==> src/rtl/apr_pkg.sv <==
package apr_pkg;

  // Fixed field widths of the command and result items.
  localparam int unsigned ROW_W = 16;
  localparam int unsigned IDX_W = 4;
  localparam int unsigned CNT_W = 5;

  typedef logic [ROW_W-1:0] row_t;
  typedef logic [IDX_W-1:0] idx_t;
  typedef logic [CNT_W-1:0] cnt_t;

  // Command codes carried by the cmd field.
  typedef enum logic {
    CMD_LOAD    = 1'b0,
    CMD_ANALYZE = 1'b1
  } cmd_e;

  // Reset value of the node count register.
  localparam cnt_t NODE_COUNT_RESET = 5'd16;

endpackage

==> src/rtl/articulation_points_by_removal_core.sv <==
// Load item: no result. Analyze item over N nodes: 1 + N results, one per pass, the first over
// the whole graph and each later one with one node removed; a pass walks the graph by reads of
// the adjacency memory, and busy stays high until the final pass is reported.
// Each result shows the cycle after its pass ends; busy falls as the final result shows, and
// the next item can be taken in that cycle. Results cannot be stalled. Reset (asynchronous,
// active low) clears the adjacency valid bits, so every row reads as zero; node_count is 16.
module articulation_points_by_removal_core #(
  parameter int unsigned MAX_NODES = 16
) (
  input  logic          clk_i,
  input  logic          rst_ni,
  // Configuration port for node_count.
  input  logic          node_count_we_i,
  input  apr_pkg::cnt_t node_count_i,
  // Command channel.
  input  logic          start,
  output logic          busy,
  input  logic          cmd_i,
  input  apr_pkg::idx_t node_index_i,
  input  apr_pkg::row_t neighbor_row_i,
  // Result channel.
  output logic          result_strobe_o,
  output apr_pkg::idx_t removed_node_o,
  output logic          whole_graph_o,
  output apr_pkg::cnt_t component_count_o,
  output logic          is_cut_o,
  output logic          last_o
);
  import apr_pkg::*;

  localparam int unsigned NODE_LIM = (MAX_NODES < ROW_W) ? MAX_NODES : ROW_W;
  localparam int unsigned AW       = (NODE_LIM > 1) ? $clog2(NODE_LIM) : 1;

  typedef enum logic {
    ST_IDLE,
    ST_RUN
  } state_e;

  // Lowest set bit of a mask: {found, index}.
  function automatic logic [IDX_W:0] lowest(input row_t m);
    logic [IDX_W:0] r;
    r = '0;
    for (int k = ROW_W - 1; k >= 0; k--) begin
      if (m[k]) begin
        r = {1'b1, IDX_W'(k)};
      end
    end
    return r;
  endfunction

  state_e        state_q, state_d;
  cnt_t          node_count_q, node_count_d;
  cnt_t          n_q, n_d;
  cnt_t          pass_q, pass_d;
  cnt_t          cnt_q, cnt_d;
  cnt_t          base_q, base_d;
  row_t          seen_q, seen_d;
  row_t          pend_q, pend_d;
  logic          rd_vld_q, rd_vld_d;
  logic [NODE_LIM-1:0] adj_vld_q, adj_vld_d;

  logic          strobe_q, strobe_d;
  idx_t          removed_q, removed_d;
  logic          whole_q, whole_d;
  cnt_t          count_q, count_d;
  logic          cut_q, cut_d;
  logic          last_q, last_d;

  // Adjacency memory and its registered read port.
  row_t          adj_mem [NODE_LIM];
  row_t          rd_data_q;
  logic          rd_hit_q;
  logic          mem_we;
  logic          rd_en;
  idx_t          rd_addr;

  row_t          in_use;
  row_t          fresh;
  logic [IDX_W:0] pick;
  logic [IDX_W:0] start_pick;
  row_t          pick_bit;
  row_t          start_bit;
  cnt_t          n_clamp;

  // Nodes in use, clamped to one up to the node limit.
  always_comb begin
    if (node_count_q == '0) begin
      n_clamp = CNT_W'(1);
    end else if (node_count_q > CNT_W'(NODE_LIM)) begin
      n_clamp = CNT_W'(NODE_LIM);
    end else begin
      n_clamp = node_count_q;
    end
  end

  // Mask of the nodes that take part in the walk.
  always_comb begin
    for (int k = 0; k < ROW_W; k++) begin
      in_use[k] = (CNT_W'(k) < n_q);
    end
  end

  // Newly reached nodes from the row read in the previous cycle.
  assign fresh      = (rd_vld_q && rd_hit_q) ? (rd_data_q & in_use & ~seen_q) : '0;
  assign pick       = lowest(pend_q);
  assign start_pick = lowest(in_use & ~seen_q);
  assign pick_bit   = row_t'(1) << pick[IDX_W-1:0];
  assign start_bit  = row_t'(1) << start_pick[IDX_W-1:0];

  // Sequencer: loads, then walks of the graph, one whole-graph pass and one pass per removed node.
  always_comb begin
    state_d      = state_q;
    node_count_d = node_count_q;
    n_d          = n_q;
    pass_d       = pass_q;
    cnt_d        = cnt_q;
    base_d       = base_q;
    seen_d       = seen_q;
    pend_d       = pend_q;
    rd_vld_d     = 1'b0;
    adj_vld_d    = adj_vld_q;
    strobe_d     = 1'b0;
    removed_d    = removed_q;
    whole_d      = whole_q;
    count_d      = count_q;
    cut_d        = cut_q;
    last_d       = last_q;
    mem_we       = 1'b0;
    rd_en        = 1'b0;
    rd_addr      = '0;

    if (node_count_we_i) begin
      node_count_d = node_count_i;
    end

    case (state_q)
      ST_IDLE: begin
        if (start) begin
          if (cmd_i == CMD_ANALYZE) begin
            n_d     = n_clamp;
            pass_d  = '0;
            cnt_d   = '0;
            seen_d  = '0;
            pend_d  = '0;
            state_d = ST_RUN;
          end else if (CNT_W'(node_index_i) < CNT_W'(NODE_LIM)) begin
            mem_we                         = 1'b1;
            adj_vld_d[node_index_i[AW-1:0]] = 1'b1;
          end
        end
      end

      ST_RUN: begin
        seen_d = seen_q | fresh;
        if (pend_q != '0) begin
          // Expand the next pending node while merging what just came back.
          rd_en    = 1'b1;
          rd_addr  = pick[IDX_W-1:0];
          rd_vld_d = 1'b1;
          pend_d   = (pend_q & ~pick_bit) | fresh;
        end else if (fresh != '0) begin
          pend_d = fresh;
        end else if (start_pick[IDX_W]) begin
          // The current walk is over: open a new component.
          cnt_d    = cnt_q + CNT_W'(1);
          seen_d   = seen_q | start_bit;
          rd_en    = 1'b1;
          rd_addr  = start_pick[IDX_W-1:0];
          rd_vld_d = 1'b1;
        end else begin
          // Every node is seen: report this pass.
          strobe_d  = 1'b1;
          whole_d   = (pass_q == '0);
          removed_d = (pass_q == '0) ? '0 : IDX_W'(pass_q - CNT_W'(1));
          count_d   = cnt_q;
          cut_d     = (pass_q != '0) && (cnt_q > base_q);
          last_d    = (pass_q == n_q);
          if (pass_q == '0) begin
            base_d = cnt_q;
          end
          if (pass_q == n_q) begin
            state_d = ST_IDLE;
          end else begin
            pass_d = pass_q + CNT_W'(1);
            cnt_d  = '0;
            seen_d = row_t'(1) << pass_q[IDX_W-1:0];
            pend_d = '0;
          end
        end
      end

      default: begin
        state_d = ST_IDLE;
      end
    endcase
  end

  // State and registered outputs.
  always_ff @(posedge clk_i or negedge rst_ni) begin
    if (!rst_ni) begin
      state_q      <= ST_IDLE;
      node_count_q <= NODE_COUNT_RESET;
      n_q          <= CNT_W'(1);
      pass_q       <= '0;
      cnt_q        <= '0;
      base_q       <= '0;
      seen_q       <= '0;
      pend_q       <= '0;
      rd_vld_q     <= 1'b0;
      adj_vld_q    <= '0;
      strobe_q     <= 1'b0;
      removed_q    <= '0;
      whole_q      <= 1'b0;
      count_q      <= '0;
      cut_q        <= 1'b0;
      last_q       <= 1'b0;
    end else begin
      state_q      <= state_d;
      node_count_q <= node_count_d;
      n_q          <= n_d;
      pass_q       <= pass_d;
      cnt_q        <= cnt_d;
      base_q       <= base_d;
      seen_q       <= seen_d;
      pend_q       <= pend_d;
      rd_vld_q     <= rd_vld_d;
      adj_vld_q    <= adj_vld_d;
      strobe_q     <= strobe_d;
      removed_q    <= removed_d;
      whole_q      <= whole_d;
      count_q      <= count_d;
      cut_q        <= cut_d;
      last_q       <= last_d;
    end
  end

  // Adjacency memory: one write port, one registered read port.
  always_ff @(posedge clk_i) begin
    if (mem_we) begin
      adj_mem[node_index_i[AW-1:0]] <= neighbor_row_i;
    end
    if (rd_en) begin
      rd_data_q <= adj_mem[rd_addr[AW-1:0]];
      rd_hit_q  <= adj_vld_q[rd_addr[AW-1:0]];
    end
  end

  assign busy              = (state_q == ST_RUN);
  assign result_strobe_o   = strobe_q;
  assign removed_node_o    = removed_q;
  assign whole_graph_o     = whole_q;
  assign component_count_o = count_q;
  assign is_cut_o          = cut_q;
  assign last_o            = last_q;

endmodule

==> config.mk <==
export PLATFORM = sky130hd
export DESIGN_NAME = articulation_points_by_removal_core
export DESIGN_NICKNAME = d
export VERILOG_FILES = /design/src/rtl/apr_pkg.sv /design/src/rtl/articulation_points_by_removal_core.sv
export SDC_FILE = /design/constraint.sdc
export NUM_CORES = 1
export LEC_CHECK = 0
export ABC_AREA = 1
export BUFFER_PORTS_ARGS = -buffer_cell sky130_fd_sc_hd__buf_2
export CELL_PAD_IN_SITES_DETAIL_PLACEMENT = 1
export CELL_PAD_IN_SITES_GLOBAL_PLACEMENT = 1
export CORE_MARGIN = 2
export CORE_UTILIZATION = 39
export DETAILED_ROUTE_END_ITERATION = 10
export PLACE_DENSITY_LB_ADDON = 0.3
export SLEW_MARGIN = 5
export SYNTH_ARGS = -nofsm -noshare
export SYNTH_HDL_FRONTEND = slang
export SYNTH_SLANG_ARGS = --single-unit
==> constraint.sdc <==
create_clock -name clk_i -period 4.3 [get_ports clk_i]
set_input_delay 0.645 -clock clk_i [delete_from_list [all_inputs] [get_ports clk_i]]
set_output_delay 0.645 -clock clk_i [all_outputs]
set_load 0.02 [all_outputs]
* After elaboration in Yosys (flattened, before gate mapping) *
Memory sizes are Yosys's and may differ from the RTL's. A register that Yosys moved wholly into a read port is not among the register bits.
Index checks and enable logic that the tools add are counted.

storage, ports and cells
  bits in registers = 89
  RAM bits = 256
  logic and storage cells = 174
  memories = 1
  bits of input ports = 30

operators by class
  muxes and demuxes = 88
  order comparisons = 21
  reduce and logical (&&, ||, !) cells = 16
  bitwise operators = 15
  eq/ne operators = 10
  $add $sub $neg = 3
  shifts and indexed selects = 3

memory list
  memory   words  bits a word  rd ports  clocked after Yosys merged registers in  wr ports  RTL line                                   text
  adj_mem  16     16           1         1                                        1         articulation_points_by_removal_core.sv:70  row_t adj_mem [NODE_LIM];

operator list
  operator                                                                       number
  16-bit two-way mux                                                             11
  5-bit two-way mux                                                              28
  4-bit two-way mux                                                              21
  16-bit bitwise AND                                                             4
  16-bit bitwise OR                                                              4
  16-bit case mux with 2 select lines                                            2
  1-bit by 4-bit left shift with 16-bit output (first input constant)            3
  4-bit by 5-bit less-than comparator with 1-bit output (first input constant)   8
  16-bit NOT                                                                     2
  16-bit nonzero test                                                            2
  1-bit two-way mux                                                              21
  3-bit by 5-bit less-than comparator with 1-bit output (first input constant)   4
  5-bit case mux with 2 select lines                                             2
  2-bit != test (second input constant)                                          6
  5-bit by 1-bit adder with 5-bit output (second input constant)                 2
  5-bit logical NOT                                                              2
  1-bit by 5-bit less-than comparator with 1-bit output (first input constant)   2
  2-bit by 5-bit less-than comparator with 1-bit output (first input constant)   2
  4-bit by 5-bit less-than comparator with 1-bit output (second input constant)  2
  5-bit AND reduction                                                            2
  4-bit AND reduction                                                            2
  3-bit AND reduction                                                            2
  6-bit AND reduction                                                            1
  5-bit equality test                                                            1
  14 further kinds                                                               20

* Logic depth before layout (Yosys ltp) *
  depth in word-level cells = 24
  gate-level depth with buffers = 24
  gate-level depth less buffers = 23

* Worst setup path before layout *
OpenSTA, ideal clock, no wires.

  path type = flip-flop to flip-flop
  start = register n_q[0]
  end = register rd_data_q[0], read port of adj_mem (enable)
  data required time = 3883 ps
  period minus slack after synthesis = 3063 ps
  cell stages (with the launch flop) = 11
  path slack = 1237 ps
  data arrival time = 2647 ps
  path buffers = 0
  path through = dfstp_2 inv_1 o211ai_1 nand2_1 nand2_1 nor2_1 nand2_1 nor2_1 inv_2 nand2_2 o21ai_0

on the way
  longest elaborated chain between the ends = 22
  elaborated cells on any way between the ends = 45
  those cells by class = order compare: 16; mux: 25; bitwise: 3; reduce/logical: 1

RTL lines
  what                                                   RTL line                                    text
  start, declared                                        articulation_points_by_removal_core.sv:53   cnt_t n_q, n_d;
  start signal, assigned                                 articulation_points_by_removal_core.sv:220  n_q <= n_d;
  4-bit by 5-bit less-than comparator with 1-bit output  articulation_points_by_removal_core.sv:99   in_use[k] = (CNT_W'(k) < n_q);
  16-bit bitwise AND                                     articulation_points_by_removal_core.sv:106  assign start_pick = lowest(in_use & ~seen_q);
  5-bit two-way mux (16 in a row)                        articulation_points_by_removal_core.sv:44   if (m[k]) begin
  1-bit two-way mux                                      articulation_points_by_removal_core.sv:163  end else if (start_pick[IDX_W]) begin
  1-bit two-way mux *                                    articulation_points_by_removal_core.sv:161  end else if (fresh != '0) begin
  1-bit two-way mux *                                    articulation_points_by_removal_core.sv:155  if (pend_q != '0) begin
  1-bit two-way mux *                                    articulation_points_by_removal_core.sv:136  case (state_q)
  net rd_en                                              articulation_points_by_removal_core.sv:74   logic rd_en;
  end, declared                                          articulation_points_by_removal_core.sv:71   row_t rd_data_q;

The timed path passes the listed nets; every way through them passes the cells marked *.
A chain may end at the register's enable or synchronous reset.

* Final worst setup path *
  start = register rd_hit_q
  end = register rd_data_q[11], read port of adj_mem (data pin)

on the way
  longest elaborated chain between the ends = 6
  elaborated cells on any way between the ends = 9
  those cells by class = mux: 7; reduce/logical: 2

RTL lines
  what                                                           RTL line                                    text
  start, declared                                                articulation_points_by_removal_core.sv:72   logic rd_hit_q;
  start signal, assigned                                         articulation_points_by_removal_core.sv:244  rd_hit_q <= adj_vld_q[rd_addr[AW-1:0]];
  1-bit logical AND *                                            articulation_points_by_removal_core.sv:104  assign fresh = (rd_vld_q && rd_hit_q) ? (rd_data_q & in_use & ~seen_q) : '0;
  16-bit two-way mux *                                           articulation_points_by_removal_core.sv:104
  16-bit nonzero test *                                          articulation_points_by_removal_core.sv:161
  4-bit two-way mux / 1-bit two-way mux (equally long branches)  articulation_points_by_removal_core.sv:161
  4-bit two-way mux / 1-bit two-way mux (equally long branches)  articulation_points_by_removal_core.sv:155
  4-bit two-way mux / 1-bit two-way mux (equally long branches)  articulation_points_by_removal_core.sv:136

Every way passes the cells marked *; elsewhere a longest branch is shown, timed or not.

==> impl_metrics.env <==
export IMPL_status="completed"
export IMPL_ys_types=48
export IMPL_p_sw_share_pct=42.4
export IMPL_synthDominantCellAreaShare_pct=48.1
export IMPL_p_int_uw=7590
export IMPL_synth_common_cells="nand2_1 (444), nand3_1 (317), edfxtp_1 (273)"
export IMPL_maxSlewHeadroom_pct=47.3
export IMPL_final_nets=1849
export IMPL_io_pins=44
export IMPL_setup_viol=0
export IMPL_cp_end_kind="flip-flop"
export IMPL_netlist_top_cell_by_area="edfxtp_1"
export IMPL_final_max_slew_viol_count=0
export IMPL_period_share_pct=88.8
export IMPL_synthToLayoutAreaGrowth_pct=13.1
export IMPL_dieArea_um2=45400
export IMPL_drc=0
export IMPL_cellPowerDensity_nw_per_um2=684
export IMPL_finalHoldViolations=0
export IMPL_seq_power_share_pct=32.3
export IMPL_drt_pass1_iterations=5
export IMPL_vdd_ir_drop_worst_v=0.000615
export IMPL_post_cts_buffers=0
export IMPL_fmax_ghz=0.262
export IMPL_critPathKind="reg -> reg"
export IMPL_root_buffer="clkbuf_16"
export IMPL_holdWs_ps=171
export IMPL_core_area_um2=43100
export IMPL_synth_area_per_cell_um2=9.64
export IMPL_synth_flop_cell="edfxtp_1"
export IMPL_row_count=76
export IMPL_overflow=0
export IMPL_tns_ps=0
export IMPL_start_util_pct=39.5
export IMPL_synth_area_leaders="edfxtp_1 (48%), dfrtp_1 (13%), nand2_1 (9.8%)"
export IMPL_drt_iter0_markers=976
export IMPL_die_h_um=213
export IMPL_ant_nets=0
export IMPL_cts_resized=0
export IMPL_synth_nets=1809
export IMPL_combinationalPowerShare_pct=42.4
export IMPL_synth_seq_cells=361
export IMPL_die_width_um=213
export IMPL_synthCells=1766
export IMPL_drive_gt1_share_pct=10.4
export IMPL_required_ps=4620
export IMPL_worst_slew_pin_slew_ps=791
export IMPL_drt_wl_total_um=52400
export IMPL_insertion_delay_ps=570
export IMPL_wl_per_cell_um=21.6
export IMPL_cp_arrival_ps=4130
export IMPL_min_period_ps=3820
export IMPL_synth_edf_count=273
export IMPL_yosysMostFrequentCell="nand2_1"
export IMPL_clkTransAtPathRegs_ps=60
export IMPL_grt_first_pass_wirelength_um=81000
export IMPL_synthArstFlopShare_pct=24.4
export IMPL_path_max_fanout=31
export IMPL_hold_buffers=0
export IMPL_h_tree_depth=2
export IMPL_rsz0062_at_grt="no"
export IMPL_numPortBuffers=43
export IMPL_power_leakage_uw=0.00802
export IMPL_numCtsBuffers=42
export IMPL_ys_seq_area_share_pct=61.1
export IMPL_syn_area_um2=17000
export IMPL_grt_max_degree=137
export IMPL_place_hpwl_um=31900
export IMPL_max_cap_violations=0
export IMPL_antenna_found_initial=0
export IMPL_grt_pass1_vias=13713
export IMPL_yosysWarnings=0
export IMPL_numClockSinks=361
export IMPL_grt_usage_pct=23.7
export IMPL_worstSetupStartpointType="flip-flop"
export IMPL_clockPowerShare_pct=25.3
export IMPL_viasPerCell=5.44
export IMPL_place_gp_congestion=0.894
export IMPL_hold_path_class="in -> async"
export IMPL_switchingPower_uw=5590
export IMPL_clk_path_buf_depth=3
export IMPL_clock_skew_ps=13.8
export IMPL_vias=13195
export IMPL_cts_tree="built"
## critical path: stages (launching register included)
cell and delay, ps:
edfxtp_1 370, nand2_1 70, clkinv_1 390, nand4_1 380, nand3_1 100, nor2_1 100
nand3_1 90, nor2_2 200, nand3_4 190, nor2_4 240, nand3_4 140, nand2_4 360
buf_4 410, nand2_1 110, nand3_1 100, nand3_1 80, nand3_1 130, nand2_1 70
## layer usage
metal | global-route usage, % | wire length, µm | vias to the layer above
li1 | - | - | 6088
met1 | 30.7 | 22400 | 6697
met2 | 40.3 | 25800 | 316
met3 | 4.10 | 2620 | 94
met4 | 8.03 | 1560 | 0
met5 | 0 | 0 | -
## path summary, 6_finish.rpt
| kind | start | endpoint | slack (ps) | cells past startpoint |
|---|---|---|---|---|
| hold reg to reg | adj_vld_q[13] | adj_vld_q[13] | 460 | 2 |
| setup reg to reg | rd_hit_q | rd_data_q[11] | 480 | 17 |
| max in group asynchronous | rst_ni | n_q[0] | 3140 | 2 |
| min in group clk_i | node_count_i[3] | node_count_q[3] | 290 | 3 |
| setup / recovery | rd_hit_q | rd_data_q[11] | 480 | 17 |
| hold / removal | rst_ni | component_count_o[3] | 170 | 1 |
## per-stage QoR
stage               std cells  total power, µW  instance area, µm²  util (%)  setup slack [ps]
floorplan                1766             8100               17000         -              1240
global placement         2347             9730               18000      41.8               583
detailed placement       2347             9880               18000      41.8               499
CTS                      2423            13200               19300      44.7               461
global route             2423            14100               19300      44.7               105
finish                   2424            13200               19300      44.7               482
## cell type report
class                   count  area (µm²)
flip-flops and latches    361       10400
multi-input cells        1113        5510
repair buffers             81         578
clock buffers              52        1090
diodes                      1        2.50
fillers                  4856       23800
inverters                 207         777
well taps                 585         732
clock inverters            24         163
## state kept, by name, indices dropped and copies added (netlist names), 4 cells and up
signal / cells
adj_mem: 256
adj_vld_q: 16
pend_q: 16
rd_data_q: 16
seen_q: 16
base_q: 5
cnt_q: 5
component_count_o: 5
n_q: 5
node_count_q: 5
pass_q: 5
removed_node_o: 4
## kinds of logic after synthesis
family	Yosys count	synth area share, %
compound gates	166	6.05
xor+xnor	7	0.360
fa+ha+maj	13	0.955
buf+inv	292	7.05
flops	361	61.1
mux	2	0.132
simple gates	925	24.4
## power by group through the flow
stage | registers [µW] | clock network, µW | logic [µW]
4_1_cts | 4250 | 3400 | 5600
2_1_floorplan | 4200 | 0 | 3900
3_3_place_gp | 4310 | 0 | 5420
3_5_place_dp | 4320 | 0 | 5560
5_1_grt | 4270 | 3530 | 6270
6_report | 4250 | 3340 | 5580
## cells in the final DEF (no fill, tap or decap), types with 8 or more instances in the layout
cell type	synthesis	routed
a31o_2	8	8
dfrtp_1	86	86
clkbuf_1	33	10
clkbuf_16	0	42
nand3_1	317	316
nand4_1	8	8
buf_2	27	42
o211ai_1	10	10
clkinv_1	2	14
nor3_1	11	11
o22ai_1	28	28
ha_1	13	13
edfxtp_1	273	273
o21ai_0	70	69
buf_4	9	33
nand3b_1	48	48
nand2_1	444	444
a21oi_1	19	19
inv_2	9	9
nor2_2	3	19
nor2_1	81	65
inv_1	196	196
Note: power is estimated with default switching activity, not from simulation.
